$ cat src/hdl/dss_pkg.sv
// ---------------------------------------------------------------------------
// dss_pkg: shared types and constants for the disk scan scheduler
// Payload structs, register indexes, reset values and the command and
// status bundles between controller and datapath.
// ---------------------------------------------------------------------------
package dss_pkg;

    localparam int MAX_QUEUE_DEF = 16;
    localparam int CYL_W         = 12;
    localparam int SUM_W         = 13;
    localparam int CFG_IDX_W     = 2;
    localparam int CFG_DATA_W    = 12;

    // Configuration register indexes
    localparam logic [CFG_IDX_W-1:0] CFG_HEAD_START    = 2'd0;
    localparam logic [CFG_IDX_W-1:0] CFG_SWEEP_RIGHT   = 2'd1;
    localparam logic [CFG_IDX_W-1:0] CFG_LAST_CYLINDER = 2'd2;

    // Configuration reset values
    localparam logic [CYL_W-1:0] HEAD_START_RST    = 12'd0;
    localparam logic             SWEEP_RIGHT_RST   = 1'b1;
    localparam logic [CYL_W-1:0] LAST_CYLINDER_RST = 12'd199;

    typedef struct packed {
        logic [CYL_W-1:0] cylinder;
        logic             batch_end;
    } in_item_t;

    typedef struct packed {
        logic [CYL_W-1:0] stop_cylinder;
        logic [SUM_W-1:0] seek_total;
        logic             overflow;
        logic             final_stop;
    } out_item_t;

    // Controller to datapath
    typedef struct packed {
        logic ins;            // insert the accepted request
        logic start;          // load head, clear seek sum, rewind pointer
        logic ptr_inc;
        logic ptr_dec;
        logic ptr_load_split;
        logic save_split;
        logic emit;           // load the output register with a stop
        logic emit_edge;      // stop is the disk edge, not a stored request
        logic rd_desc;        // read entry ptr-1 instead of ptr
        logic final_stop;
        logic clear_batch;    // empty the queue and drop flag
    } dss_cmd_t;

    // Datapath to controller
    typedef struct packed {
        logic scan_lt;        // entry at ptr is valid and below the head
        logic ptr_at_count;
        logic ptr_zero;
        logic ptr_last_asc;   // ptr addresses the last stored entry
        logic ptr_one;
        logic split_zero;
        logic split_full;
        logic out_free;       // output register can take a stop this cycle
    } dss_status_t;

endpackage

$ cat src/hdl/dss_datapath.sv
// ---------------------------------------------------------------------------
// dss_datapath: sorted request chain, head tracking and output register
// Holds the requests in an ascending insertion chain, the scan pointer,
// the split point, head position, seek sum and the result register.
// ---------------------------------------------------------------------------
module dss_datapath #(
    parameter int MAX_QUEUE = dss_pkg::MAX_QUEUE_DEF
) (
    input  logic                          aclk,
    input  logic                          aresetn,
    input  dss_pkg::dss_cmd_t             cmd,
    output dss_pkg::dss_status_t          status,
    input  logic [dss_pkg::CYL_W-1:0]     req_cylinder,
    input  logic [dss_pkg::CYL_W-1:0]     head_start,
    input  logic                          sweep_right,
    input  logic [dss_pkg::CYL_W-1:0]     last_cylinder,
    output logic                          m_valid,
    input  logic                          m_ready,
    output dss_pkg::out_item_t            m_data
);
    import dss_pkg::*;

    localparam int CNT_W = $clog2(MAX_QUEUE + 1);
    localparam int IDX_W = (MAX_QUEUE > 1) ? $clog2(MAX_QUEUE) : 1;

    logic [CYL_W-1:0] cell_reg  [MAX_QUEUE];
    logic [CYL_W-1:0] cell_next [MAX_QUEUE];
    logic [MAX_QUEUE-1:0] gt;

    logic [CNT_W-1:0] count_reg, count_next;
    logic [CNT_W-1:0] ptr_reg, ptr_next;
    logic [CNT_W-1:0] split_reg, split_next;
    logic             dropped_reg, dropped_next;
    logic [CYL_W-1:0] head_reg, head_next;
    logic [SUM_W-1:0] sum_reg, sum_next;
    logic             out_valid_reg, out_valid_next;
    out_item_t        out_data_reg, out_data_next;

    logic [CYL_W-1:0] ins_cyl;
    logic [CYL_W-1:0] start_head;
    logic [CNT_W-1:0] rd_ptr;
    logic [IDX_W-1:0] rd_idx;
    logic [CYL_W-1:0] rd_data;
    logic [CYL_W-1:0] stop_cyl;
    logic [CYL_W-1:0] step_dist;
    logic [SUM_W-1:0] stop_sum;
    logic             full;

    // Saturate requests and head start to the far edge
    assign ins_cyl    = (req_cylinder > last_cylinder) ? last_cylinder : req_cylinder;
    assign start_head = (head_start > last_cylinder) ? last_cylinder : head_start;
    assign full       = (count_reg == CNT_W'(MAX_QUEUE));

    // Insertion chain: each cell shifts up when its lower neighbor is larger
    always_comb begin
        for (int i = 0; i < MAX_QUEUE; i++) begin
            gt[i] = (CNT_W'(i) < count_reg) && (cell_reg[i] > ins_cyl);
        end
        for (int i = 0; i < MAX_QUEUE; i++) begin
            cell_next[i] = cell_reg[i];
            if (cmd.ins && !full && (CNT_W'(i) <= count_reg)) begin
                if ((i > 0) && gt[(i > 0) ? i - 1 : 0]) begin
                    cell_next[i] = cell_reg[(i > 0) ? i - 1 : 0];
                end else if ((CNT_W'(i) == count_reg) || gt[i]) begin
                    cell_next[i] = ins_cyl;
                end
            end
        end
    end

    // Single read port into the chain
    assign rd_ptr = cmd.rd_desc ? (ptr_reg - CNT_W'(1)) : ptr_reg;
    assign rd_idx = rd_ptr[IDX_W-1:0];
    assign rd_data = (32'(rd_idx) < MAX_QUEUE) ? cell_reg[rd_idx] : '0;

    assign stop_cyl  = cmd.emit_edge ? (sweep_right ? last_cylinder : '0) : rd_data;
    assign step_dist = (stop_cyl >= head_reg) ? (stop_cyl - head_reg) : (head_reg - stop_cyl);
    assign stop_sum  = sum_reg + SUM_W'(step_dist);

    always_comb begin
        count_next     = count_reg;
        dropped_next   = dropped_reg;
        ptr_next       = ptr_reg;
        split_next     = split_reg;
        head_next      = head_reg;
        sum_next       = sum_reg;
        out_valid_next = out_valid_reg;
        out_data_next  = out_data_reg;

        if (cmd.ins) begin
            if (full) begin
                dropped_next = 1'b1;
            end else begin
                count_next = count_reg + CNT_W'(1);
            end
        end
        if (cmd.start) begin
            head_next = start_head;
            sum_next  = '0;
            ptr_next  = '0;
        end
        if (cmd.save_split) begin
            split_next = ptr_reg;
        end
        if (cmd.ptr_inc) begin
            ptr_next = ptr_reg + CNT_W'(1);
        end else if (cmd.ptr_dec) begin
            ptr_next = ptr_reg - CNT_W'(1);
        end else if (cmd.ptr_load_split) begin
            ptr_next = split_reg;
        end

        if (m_ready) begin
            out_valid_next = 1'b0;
        end
        if (cmd.emit) begin
            head_next                   = stop_cyl;
            sum_next                    = stop_sum;
            out_valid_next              = 1'b1;
            out_data_next.stop_cylinder = stop_cyl;
            out_data_next.seek_total    = stop_sum;
            out_data_next.overflow      = dropped_reg;
            out_data_next.final_stop    = cmd.final_stop;
        end
        if (cmd.clear_batch) begin
            count_next   = '0;
            dropped_next = 1'b0;
        end
    end

    always_ff @(posedge aclk) begin
        if (!aresetn) begin
            count_reg     <= '0;
            dropped_reg   <= 1'b0;
            ptr_reg       <= '0;
            split_reg     <= '0;
            head_reg      <= HEAD_START_RST;
            sum_reg       <= '0;
            out_valid_reg <= 1'b0;
        end else begin
            count_reg     <= count_next;
            dropped_reg   <= dropped_next;
            ptr_reg       <= ptr_next;
            split_reg     <= split_next;
            head_reg      <= head_next;
            sum_reg       <= sum_next;
            out_valid_reg <= out_valid_next;
        end
    end

    always_ff @(posedge aclk) begin
        cell_reg     <= cell_next;
        out_data_reg <= out_data_next;
    end

    assign status.scan_lt      = (ptr_reg < count_reg) && (rd_data < head_reg);
    assign status.ptr_at_count = (ptr_reg == count_reg);
    assign status.ptr_zero     = (ptr_reg == '0);
    assign status.ptr_last_asc = ((ptr_reg + CNT_W'(1)) == count_reg);
    assign status.ptr_one      = (ptr_reg == CNT_W'(1));
    assign status.split_zero   = (split_reg == '0);
    assign status.split_full   = (split_reg == count_reg);
    assign status.out_free     = !out_valid_reg || m_ready;

    assign m_valid = out_valid_reg;
    assign m_data  = out_data_reg;

endmodule

$ cat src/hdl/dss_ctrl.sv
// ---------------------------------------------------------------------------
// dss_ctrl: schedule sequencer
// Collects requests, finds the split point, then walks the first sweep,
// the edge stop and the return sweep, one stop per free output slot.
// ---------------------------------------------------------------------------
module dss_ctrl (
    input  logic                  aclk,
    input  logic                  aresetn,
    input  logic                  s_valid,
    output logic                  s_ready,
    input  logic                  batch_end,
    input  logic                  sweep_right,
    input  dss_pkg::dss_status_t  status,
    output dss_pkg::dss_cmd_t     cmd
);
    import dss_pkg::*;

    localparam logic [2:0] ST_IDLE   = 3'd0;
    localparam logic [2:0] ST_SCAN   = 3'd1;
    localparam logic [2:0] ST_FIRST  = 3'd2;
    localparam logic [2:0] ST_EDGE   = 3'd3;
    localparam logic [2:0] ST_SECOND = 3'd4;

    logic [2:0] state_reg, state_next;
    logic       fin;

    assign s_ready = (state_reg == ST_IDLE);

    always_comb begin
        state_next = state_reg;
        cmd        = '0;
        fin        = 1'b0;
        unique case (state_reg)
            ST_IDLE: begin
                if (s_valid) begin
                    cmd.ins = 1'b1;
                    if (batch_end) begin
                        cmd.start  = 1'b1;
                        state_next = ST_SCAN;
                    end
                end
            end
            ST_SCAN: begin
                // advance past requests below the head
                if (status.scan_lt) begin
                    cmd.ptr_inc = 1'b1;
                end else begin
                    cmd.save_split = 1'b1;
                    state_next     = ST_FIRST;
                end
            end
            ST_FIRST: begin
                cmd.rd_desc = !sweep_right;
                if (sweep_right ? status.ptr_at_count : status.ptr_zero) begin
                    state_next = ST_EDGE;
                end else if (status.out_free) begin
                    cmd.emit    = 1'b1;
                    cmd.ptr_inc = sweep_right;
                    cmd.ptr_dec = !sweep_right;
                end
            end
            ST_EDGE: begin
                fin = sweep_right ? status.split_zero : status.split_full;
                if (status.out_free) begin
                    cmd.emit           = 1'b1;
                    cmd.emit_edge      = 1'b1;
                    cmd.final_stop     = fin;
                    cmd.ptr_load_split = 1'b1;
                    cmd.clear_batch    = fin;
                    state_next         = fin ? ST_IDLE : ST_SECOND;
                end
            end
            ST_SECOND: begin
                cmd.rd_desc = sweep_right;
                fin = sweep_right ? status.ptr_one : status.ptr_last_asc;
                if (status.out_free) begin
                    cmd.emit        = 1'b1;
                    cmd.ptr_inc     = !sweep_right;
                    cmd.ptr_dec     = sweep_right;
                    cmd.final_stop  = fin;
                    cmd.clear_batch = fin;
                    if (fin) begin
                        state_next = ST_IDLE;
                    end
                end
            end
            default: begin
                state_next = ST_IDLE;
            end
        endcase
    end

    always_ff @(posedge aclk) begin
        if (!aresetn) begin
            state_reg <= ST_IDLE;
        end else begin
            state_reg <= state_next;
        end
    end

endmodule

$ cat src/hdl/disk_scan_scheduler.sv
// ---------------------------------------------------------------------------
// disk_scan_scheduler: SCAN (elevator) disk schedule
// Loads a batch of cylinder requests into a sorted chain and, on the
// request that closes the batch, emits every stop of the elevator sweep
// with the running seek total.
// ---------------------------------------------------------------------------
//  channel  | ports                       | payload
//  ---------+-----------------------------+----------------------------------
//  input    | s_valid  s_ready  s_data    | cylinder, batch_end
//  result   | m_valid  m_ready  m_data    | stop_cylinder, seek_total,
//           |                             | overflow, final_stop
//  config   | cfg_valid cfg_ready         | cfg_index, cfg_data
//
//  A request is taken only while the sequencer is idle and is inserted into
//  the sorted chain the cycle it is accepted. After the batch-end transaction
//  the split scan walks the chain one entry per cycle, then one stop leaves
//  per cycle while the result channel is free, with a step that emits no
//  stop between the first sweep and the edge stop. A stalled result channel
//  holds the sequencer; input is refused until the last stop is loaded.
//  Reset clears the queue and flags and loads the configuration defaults.
// ---------------------------------------------------------------------------
module disk_scan_scheduler #(
    parameter int MAX_QUEUE = dss_pkg::MAX_QUEUE_DEF
) (
    input  logic                               aclk,
    input  logic                               aresetn,
    input  logic                               s_valid,
    output logic                               s_ready,
    input  dss_pkg::in_item_t                  s_data,
    output logic                               m_valid,
    input  logic                               m_ready,
    output dss_pkg::out_item_t                 m_data,
    input  logic                               cfg_valid,
    output logic                               cfg_ready,
    input  logic [dss_pkg::CFG_IDX_W-1:0]      cfg_index,
    input  logic [dss_pkg::CFG_DATA_W-1:0]     cfg_data
);
    import dss_pkg::*;

    logic [CYL_W-1:0] head_start_reg, head_start_next;
    logic             sweep_right_reg, sweep_right_next;
    logic [CYL_W-1:0] last_cyl_reg, last_cyl_next;

    dss_cmd_t    cmd;
    dss_status_t status;

    // Configuration is always taken; unknown indexes drop the write
    assign cfg_ready = 1'b1;

    always_comb begin
        head_start_next  = head_start_reg;
        sweep_right_next = sweep_right_reg;
        last_cyl_next    = last_cyl_reg;
        if (cfg_valid) begin
            unique case (cfg_index)
                CFG_HEAD_START:    head_start_next  = cfg_data[CYL_W-1:0];
                CFG_SWEEP_RIGHT:   sweep_right_next = cfg_data[0];
                CFG_LAST_CYLINDER: last_cyl_next    = cfg_data[CYL_W-1:0];
                default: begin
                end
            endcase
        end
    end

    always_ff @(posedge aclk) begin
        if (!aresetn) begin
            head_start_reg  <= HEAD_START_RST;
            sweep_right_reg <= SWEEP_RIGHT_RST;
            last_cyl_reg    <= LAST_CYLINDER_RST;
        end else begin
            head_start_reg  <= head_start_next;
            sweep_right_reg <= sweep_right_next;
            last_cyl_reg    <= last_cyl_next;
        end
    end

    // Sequencer: decides each cycle's insert, scan step or stop
    dss_ctrl u_ctrl (
        .aclk        (aclk),
        .aresetn     (aresetn),
        .s_valid     (s_valid),
        .s_ready     (s_ready),
        .batch_end   (s_data.batch_end),
        .sweep_right (sweep_right_reg),
        .status      (status),
        .cmd         (cmd)
    );

    // Datapath: sorted chain, head, seek sum and result register
    dss_datapath #(
        .MAX_QUEUE (MAX_QUEUE)
    ) u_datapath (
        .aclk          (aclk),
        .aresetn       (aresetn),
        .cmd           (cmd),
        .status        (status),
        .req_cylinder  (s_data.cylinder),
        .head_start    (head_start_reg),
        .sweep_right   (sweep_right_reg),
        .last_cylinder (last_cyl_reg),
        .m_valid       (m_valid),
        .m_ready       (m_ready),
        .m_data        (m_data)
    );

endmodule
$ cat config.mk
export PLATFORM = sky130hd
export DESIGN_NAME = disk_scan_scheduler
export DESIGN_NICKNAME = d
export VERILOG_FILES = /design/src/hdl/dss_pkg.sv /design/src/hdl/dss_datapath.sv /design/src/hdl/dss_ctrl.sv /design/src/hdl/disk_scan_scheduler.sv
export SDC_FILE = /design/constraint.sdc
export NUM_CORES = 1
export LEC_CHECK = 0
export ABC_AREA = 1
export BUFFER_PORTS_ARGS = -buffer_cell sky130_fd_sc_hd__buf_2
export CAP_MARGIN = 15
export CORE_MARGIN = 2
export CORE_UTILIZATION = 30
export CTS_BUF_LIST = sky130_fd_sc_hd__clkbuf_8 sky130_fd_sc_hd__clkbuf_16
export DETAILED_ROUTE_END_ITERATION = 16
export HOLD_SLACK_MARGIN = 0.08
export SYNTH_ARGS = -nofsm -noshare
export SYNTH_HDL_FRONTEND = slang
export SYNTH_HIERARCHICAL = 1
export SYNTH_SLANG_ARGS = --single-unit
$ cat constraint.sdc
create_clock -name aclk -period 5.3 [get_ports aclk]
set_input_delay 0.795 -clock aclk [delete_from_list [all_inputs] [get_ports aclk]]
set_output_delay 0.795 -clock aclk [all_outputs]
set_load 0.02 [all_outputs]
==> flow_summary.ini, run 1 <==
[run_status]
outcome = completed

[pwr]
power_switching_mw = 8.62
internal-power_mw = 10.3
power_mw = 19.0
ir_worst_vdd_mv = 0.588
power_density_nw_per_um2 = 704
seq_power_share = 0.175
p_sw_frac = 0.454
clockPowerShare = 0.136
cellLeakagePower_nw = 11.5
combPwrFrac = 0.689

[timing]
drv_slew = 0
fin_crit_sh = 0.998
slew_headroom = 0.368
fin_skew_ns = 0.0362
fin_crit_ns = 5.29
setup_viol = 0
worst_pin_slew_ns = 0.945
fmax_mhz = 189
finalHoldViolations = 0
rsz0062_at_grt = yes

[logic_synthesis]
synth-edff-count = 219
synth.distinct_cells = 60
netlist_area_sq_um = 21600
synth-seq-cells = 289
syn_avg_cell_area_sq_um = 8.03
yosys_warnings = 6
syn_nets = 3001
synth-async-reset-ratio = 0
synth_top_area_share = 0.304
synthTopCellsByCount = nand2_1 (628), ha_1 (274), a21oi_1 (238), nand3_1 (235), inv_1 (227)
yosysMostFrequentCell = nand2_1
yosysTopAreaCell = edfxtp_1
synth_ff_type = edfxtp_1
ys_top_cells_by_area = edfxtp_1 (30%), ha_1 (16%), nand2_1 (11%)
yosysSeqAreaShare = 0.369
syn_inst = 2692

[worst_setup_path]
cp_max_fo = 7
critical_path.max_stage_delay_ns = 0.38
critical_path_class = reg2reg
crit_arrival_ns = 5.76
cp_num_buf_inv = 8
cp.required_ns = 5.78
start_kind = register
slowest_stage = dfxtp_4
cp_top_family = simple AND/OR/NAND/NOR gates
worst_setup_path_end_kind = register
crit_top_cell = nand2_2

[detailed_routing]
wl_per_cell_um = 18.5
drtIter0Drc = 1727
vias = 20000
viasPerCell = 5.14
ant_nets = 0
dr.pass1.iters = 8
routed_wirelength_um = 72200
post-route-drc-count = 0

[clock_tree]
hold_buffers = 0
clkSinkCount = 289
root_buffer = clkbuf_16
cts.reportedPaths.clkPinSlew_ns = 0.06
cts_tree = yes
insertion_delay_ns = 0.57
h-tree-depth = 2
cts_buffers = 38
clock_path_buffers = 3

[finish]
largest_reg_flops = 192
fin_util = 0.377
fin_nets = 3229
area_growth_pct = 24.7
antennaDiodeCount = 0
drive_gt1_frac = 0.200

[grt]
grt_pass1_vias = 19000
overflow = 0
grt_pass1_wl_um = 109000
track_usage = 0.188
antenna_found_initial = 1
grt_start_max_net_pins = 54

[die]
initial_utilization = 0.303
core.rowCount = 98
die_w_um = 272
pin_count = 62
die_h_um = 272
core-area_sq_um = 71400
die_area_sq_um = 74200

[placement]
portBuffers = 60
dp_hpwl_um = 53100
place_congestion = 0.964

[job]
maxCapViolCount = 0

[hold_path]
hold_path.class = reg2reg
-- cell type report --
cell class | instances | area (sq um)
flip-flops and latches | 289 | 7980
multi-input cells | 2036 | 12900
inverters | 249 | 955
well taps | 950 | 1190
repair buffers | 306 | 2660
clock buffers | 39 | 965
clock inverters | 29 | 260
fillers | 7303 | 44400
-- per-layer routing --
layer | GRT usage | wire length [um]
met5 | 0 | 0
met2 | 0.306 | 32900
met3 | 0.0381 | 5400
met1 | 0.248 | 31600
met4 | 0.0641 | 2280
-- kinds of logic (layout without fill, tap and decap cells) --
family | count (synthesis) | after routing | share of synthesized area
other | 1 | 1 | 0.000174
xor gates and xnor gates | 19 | 19 | 0.00770
DFF | 289 | 289 | 0.369
AOI/OAI and AO/OA | 547 | 547 | 0.149
buffers and inverters | 367 | 623 | 0.0744
and+or+nand+nor | 1192 | 1192 | 0.238
adders and majority gates | 277 | 277 | 0.161
-- power by group through the flow --
stage	clock network [mW]	registers, mW	logic [mW]
after floorplan	0	3.38	6.35
after CTS	2.63	3.30	11.2
final	2.58	3.31	13.1
after detailed placement	0	3.34	10.9
after global placement	0	3.34	10.8
after global routing	2.72	3.34	14.3
-- cells in the final DEF, fill, tap and decap left out, types with 8 or more instances in the layout --
| cell type | instances |
|---|---|
| a211oi_1 | 17 |
| a21oi_1 | 233 |
| a31oi_1 | 20 |
| buf_12 | 27 |
| buf_2 | 60 |
| buf_4 | 198 |
| buf_6 | 13 |
| clkbuf_16 | 43 |
| clkinv_1 | 10 |
| dfxtp_1 | 68 |
| edfxtp_1 | 219 |
| ha_1 | 264 |
| ha_4 | 10 |
| inv_1 | 224 |
| inv_2 | 22 |
| nand2_1 | 588 |
| nand2_2 | 35 |
| nand2_4 | 11 |
| nand3_1 | 181 |
| nand3_2 | 59 |
| nand3_4 | 8 |
| nand3b_1 | 8 |
| nand4_1 | 42 |
| nor2_1 | 208 |
| nor3_1 | 23 |
| o211ai_1 | 42 |
| o211ai_2 | 13 |
| o21ai_0 | 145 |
| o21ai_2 | 10 |
| o21ai_4 | 14 |
| xor2_1 | 12 |
-- path summary, 6_finish.rpt --
path	startpoint	endpoint	slack, ns	depth (start not counted)
hold / removal	u_datapath/dropped_reg	u_datapath/m_data[1]	0.45	0
setup / recovery	u_ctrl/state_reg[0]	u_datapath/sum_reg[12]	0.01	40
hold reg to reg	u_datapath/dropped_reg	u_datapath/m_data[1]	0.45	0
setup reg to reg	u_ctrl/state_reg[0]	u_datapath/sum_reg[12]	0.01	40
-- what timing repair did --
action                     4_1_cts  5_1_grt
resized for setup               45      158
pin swaps                       12       71
cloned                           1        6
setup endpoints to repair       12       18
buffers inserted                 3       21
-- per-stage QoR --
step / hold WS, ns / setup slack [ns] / TNS [ns] / cells / cell area (sq um)
finish: 0.447 / 0.0131 / 0 / 3898 / 26900
global route: 0.460 / -0.313 / -0.958 / 3898 / 26900
CTS: 0.452 / 0.000529 / 0 / 3872 / 25900
detailed placement: 0.437 / -0.299 / -1.82 / 3800 / 24400
global placement: 0.425 / -0.234 / -0.959 / 3800 / 24400
floorplan: 0.408 / 0.196 / 0 / 2692 / 21600
Note: power is estimated with default switching activity, not from simulation.
==> run 2: changes to the inputs <==
ABC_AREA = default   (was 1)
==> run 2 against run 1 <==
The flow now finishes with violations (setup timing). First-iteration DRC count shrank 18%. Core utilization grew 1.8 points. Synthesized cell count decreased by 27%. Cell count decreased by 14%. Count of clock-buffer cells in the layout fell by 1. Via count fell by 8.9%. Global-route usage rose by 1.0 points. Hold slack gained 0.013 ns. Largest power group unchanged. Highest routed layer unchanged.
==> flow_summary.ini, run 2 <==
[logic_synthesis]
yosysMostFrequentCell = ha_1
syn_avg_cell_area_sq_um = 11.2
syn_nets = 2266
syn_inst = 1957
synth_ff_type = edfxtp_1
synth-seq-cells = 289
yosysSeqAreaShare = 0.365
synth-edff-count = 219
yosysTopAreaCell = edfxtp_1
yosys_warnings = 6
ys_top_cells_by_area = edfxtp_1 (30%), ha_1 (16%), mux2_2 (10%)
synthTopCellsByCount = ha_1 (274), edfxtp_1 (219), mux2_2 (200), a21oi_1 (108), inv_1 (100)
synth-async-reset-ratio = 0
netlist_area_sq_um = 21800
synth_top_area_share = 0.301
synth.distinct_cells = 88

[worst_setup_path]
r2r_end = u_datapath/sum_reg[11]
critical_path.max_stage_delay_ns = 0.55
rr_startpoint = u_ctrl/state_reg[2]
crit_arrival_ns = 6.71
worst-r2r-setup-slack_ns = -0.92
slowest_stage = mux4_2
critical_path_class = reg2reg
cp_top_family = compound AO/OA/AOI/OAI gates
start_kind = register
cp.required_ns = 5.79
ff2ff_path_depth = 27
setup.worst_path.start = u_ctrl/state_reg[2]
worst_setup_path_end_kind = register
crit_top_cell = a21oi_2
critical_path.endpoint = u_datapath/sum_reg[11]
cp_num_buf_inv = 2
cp_max_fo = 7
crit_cells = 27

[clock_tree]
h-tree-depth = 2
clock_path_buffers = 3
root_buffer = clkbuf_16
cts_buffers = 36
clkSinkCount = 289
cts_tree = yes
cts.reportedPaths.clkPinSlew_ns = 0.06
insertion_delay_ns = 0.57

[finish]
mostFrequentLayoutCells = buf_4 (371), ha_1 (266), edfxtp_1 (219)
drive_gt1_frac = 0.387
antennaDiodeCount = 0
area_growth_pct = 29.8
fin_util = 0.395
largest_reg_flops = 192
layout_commonest_cell = buf_4
final_area_sq_um = 28400
fin_nets = 2696

[grt]
grt_start_max_net_pins = 68
grt_pass1_wl_um = 114000
grt_pass1_vias = 18700
overflow = 0
antenna_found_initial = 0
track_usage = 0.199

[timing]
setup_ws_ns = -0.923
slew_headroom = 0.408
fmax_mhz = 161
fin_crit_ns = 6.22
worst_pin_slew_ns = 0.888
fin_crit_sh = 1.17
finalHoldViolations = 0
drv_slew = 0
setup_viol = 21
rsz0062_at_grt = yes
fin_skew_ns = 0.0226

[detailed_routing]
drtIter0Drc = 1421
wl_per_cell_um = 22.5
ant_nets = 0
dr.pass1.iters = 5
viasPerCell = 5.43
vias = 18300
routed_wirelength_um = 75600
post-route-drc-count = 0

[placement]
place_ws_ns = -1.36
dp_hpwl_um = 59600
placed_area_sq_um = 26200
place_congestion = 0.995
portBuffers = 60

[run_status]
violations = setup timing
outcome = finished, violations left

[die]
core.rowCount = 98
die_area_sq_um = 75000
initial_utilization = 0.305
pin_count = 62
die_h_um = 274
core-area_sq_um = 71700
die_w_um = 274

[pwr]
power_density_nw_per_um2 = 585
ir_worst_vdd_mv = 0.584
power_mw = 16.6
cellLeakagePower_nw = 11.6

[job]
maxCapViolCount = 0

[hold_path]
hold_path.class = reg2reg
[run 2: changes by cell type after synthesis, moves of 73 or more]
cell     change
a21oi_1    -130
nand3_1    -212
a21o_1      +73
nor2_1     -130
nand2_1    -544
mux2_2     +200
inv_1      -127
o21ai_0     -96
[run 2: per-layer routing]
layer	vias up	track usage	wire, um
met5	-	0	0
met3	181	0.0327	5270
met2	694	0.335	35600
met4	0	0.0888	3690
li1	8355	-	-
met1	9028	0.249	31000
[run 2: logic make-up (layout without fill, tap and decap cells)]
logic type	after synthesis	in the layout	synth area share
and+or+nand+nor	432	432	0.105
muxes	323	323	0.191
AOI/OAI and AO/OA	398	398	0.124
xor gates and xnor gates	40	40	0.0160
other	1	1	0.000172
adders and majority gates	277	277	0.160
DFF	289	289	0.365
buffers and inverters	197	655	0.0388
[run 2: how the worst min path moves through the flow]
stage	startpoint	end	slack [ns]	depth (start not counted)
global placement	head_start_reg[0]	head_start_reg[0]	0.45	2
finish	u_datapath/dropped_reg	u_datapath/m_data[1]	0.46	0
global route	u_datapath/dropped_reg	u_datapath/m_data[1]	0.49	0
detailed placement	u_datapath/dropped_reg	u_datapath/m_data[1]	0.47	0
floorplan	u_datapath/dropped_reg	u_datapath/m_data[1]	0.41	0
CTS	u_datapath/dropped_reg	u_datapath/m_data[1]	0.47	0
[run 2: report_power, final]
group          switching, mW  internal, mW
registers              0.218          2.92
logic                   5.40          5.53
clock network           1.04          1.48
total                   6.66          9.93
[run 2: layout make-up]
cell class                 instances  area (sq um)
multi-input combinational       1471         13600
clock inverter                    28           235
clock buffer                      38           940
timing repair buffer             489          4000
tap                              950          1190
fill                            6868         43400
inverter                         100           375
sequential                       289          7980
[run 2: worst register-to-register path, stage by stage, from the launching register on]
cell	delay, ns
dfxtp_2	0.33
and2b_2	0.24
nand2b_4	0.06
a21oi_4	0.21
nor2b_4	0.20
nand2b_4	0.18
buf_12	0.15
mux4_2	0.53
mux4_2	0.55
a22oi_2	0.26
inv_2	0.09
ha_4	0.23
and2_4	0.15
a221oi_4	0.29
a21oi_2	0.12
o32a_1	0.43
or3_1	0.35
a31oi_2	0.17
a41o_1	0.12
o41a_1	0.18
xnor2_2	0.16
ha_1	0.31
or2_4	0.24
a21oi_2	0.13
a21oi_2	0.05
xor2_1	0.20
a21oi_1	0.09
nor2b_1	0.12
[run 2: stage by stage]
step	TNS (ns)	instances	hold WS, ns
6_report	-12.97	3365	0.460
5_1_grt	-18.82	3365	0.490
4_1_cts	-13.28	3359	0.472
3_5_place_dp	-56.94	3250	0.470
3_3_place_gp	-30.34	3250	0.447
2_1_floorplan	-16.88	1957	0.409
[run 2: what timing repair did]
item | in CTS | in global routing
hold buffers | 0 | 0
setup buffers | 42 | 23
pin swaps | 30 | 28
setup endpoints to repair | 26 | 42
gates resized for setup | 62 | 50
cloned | 2 | 2
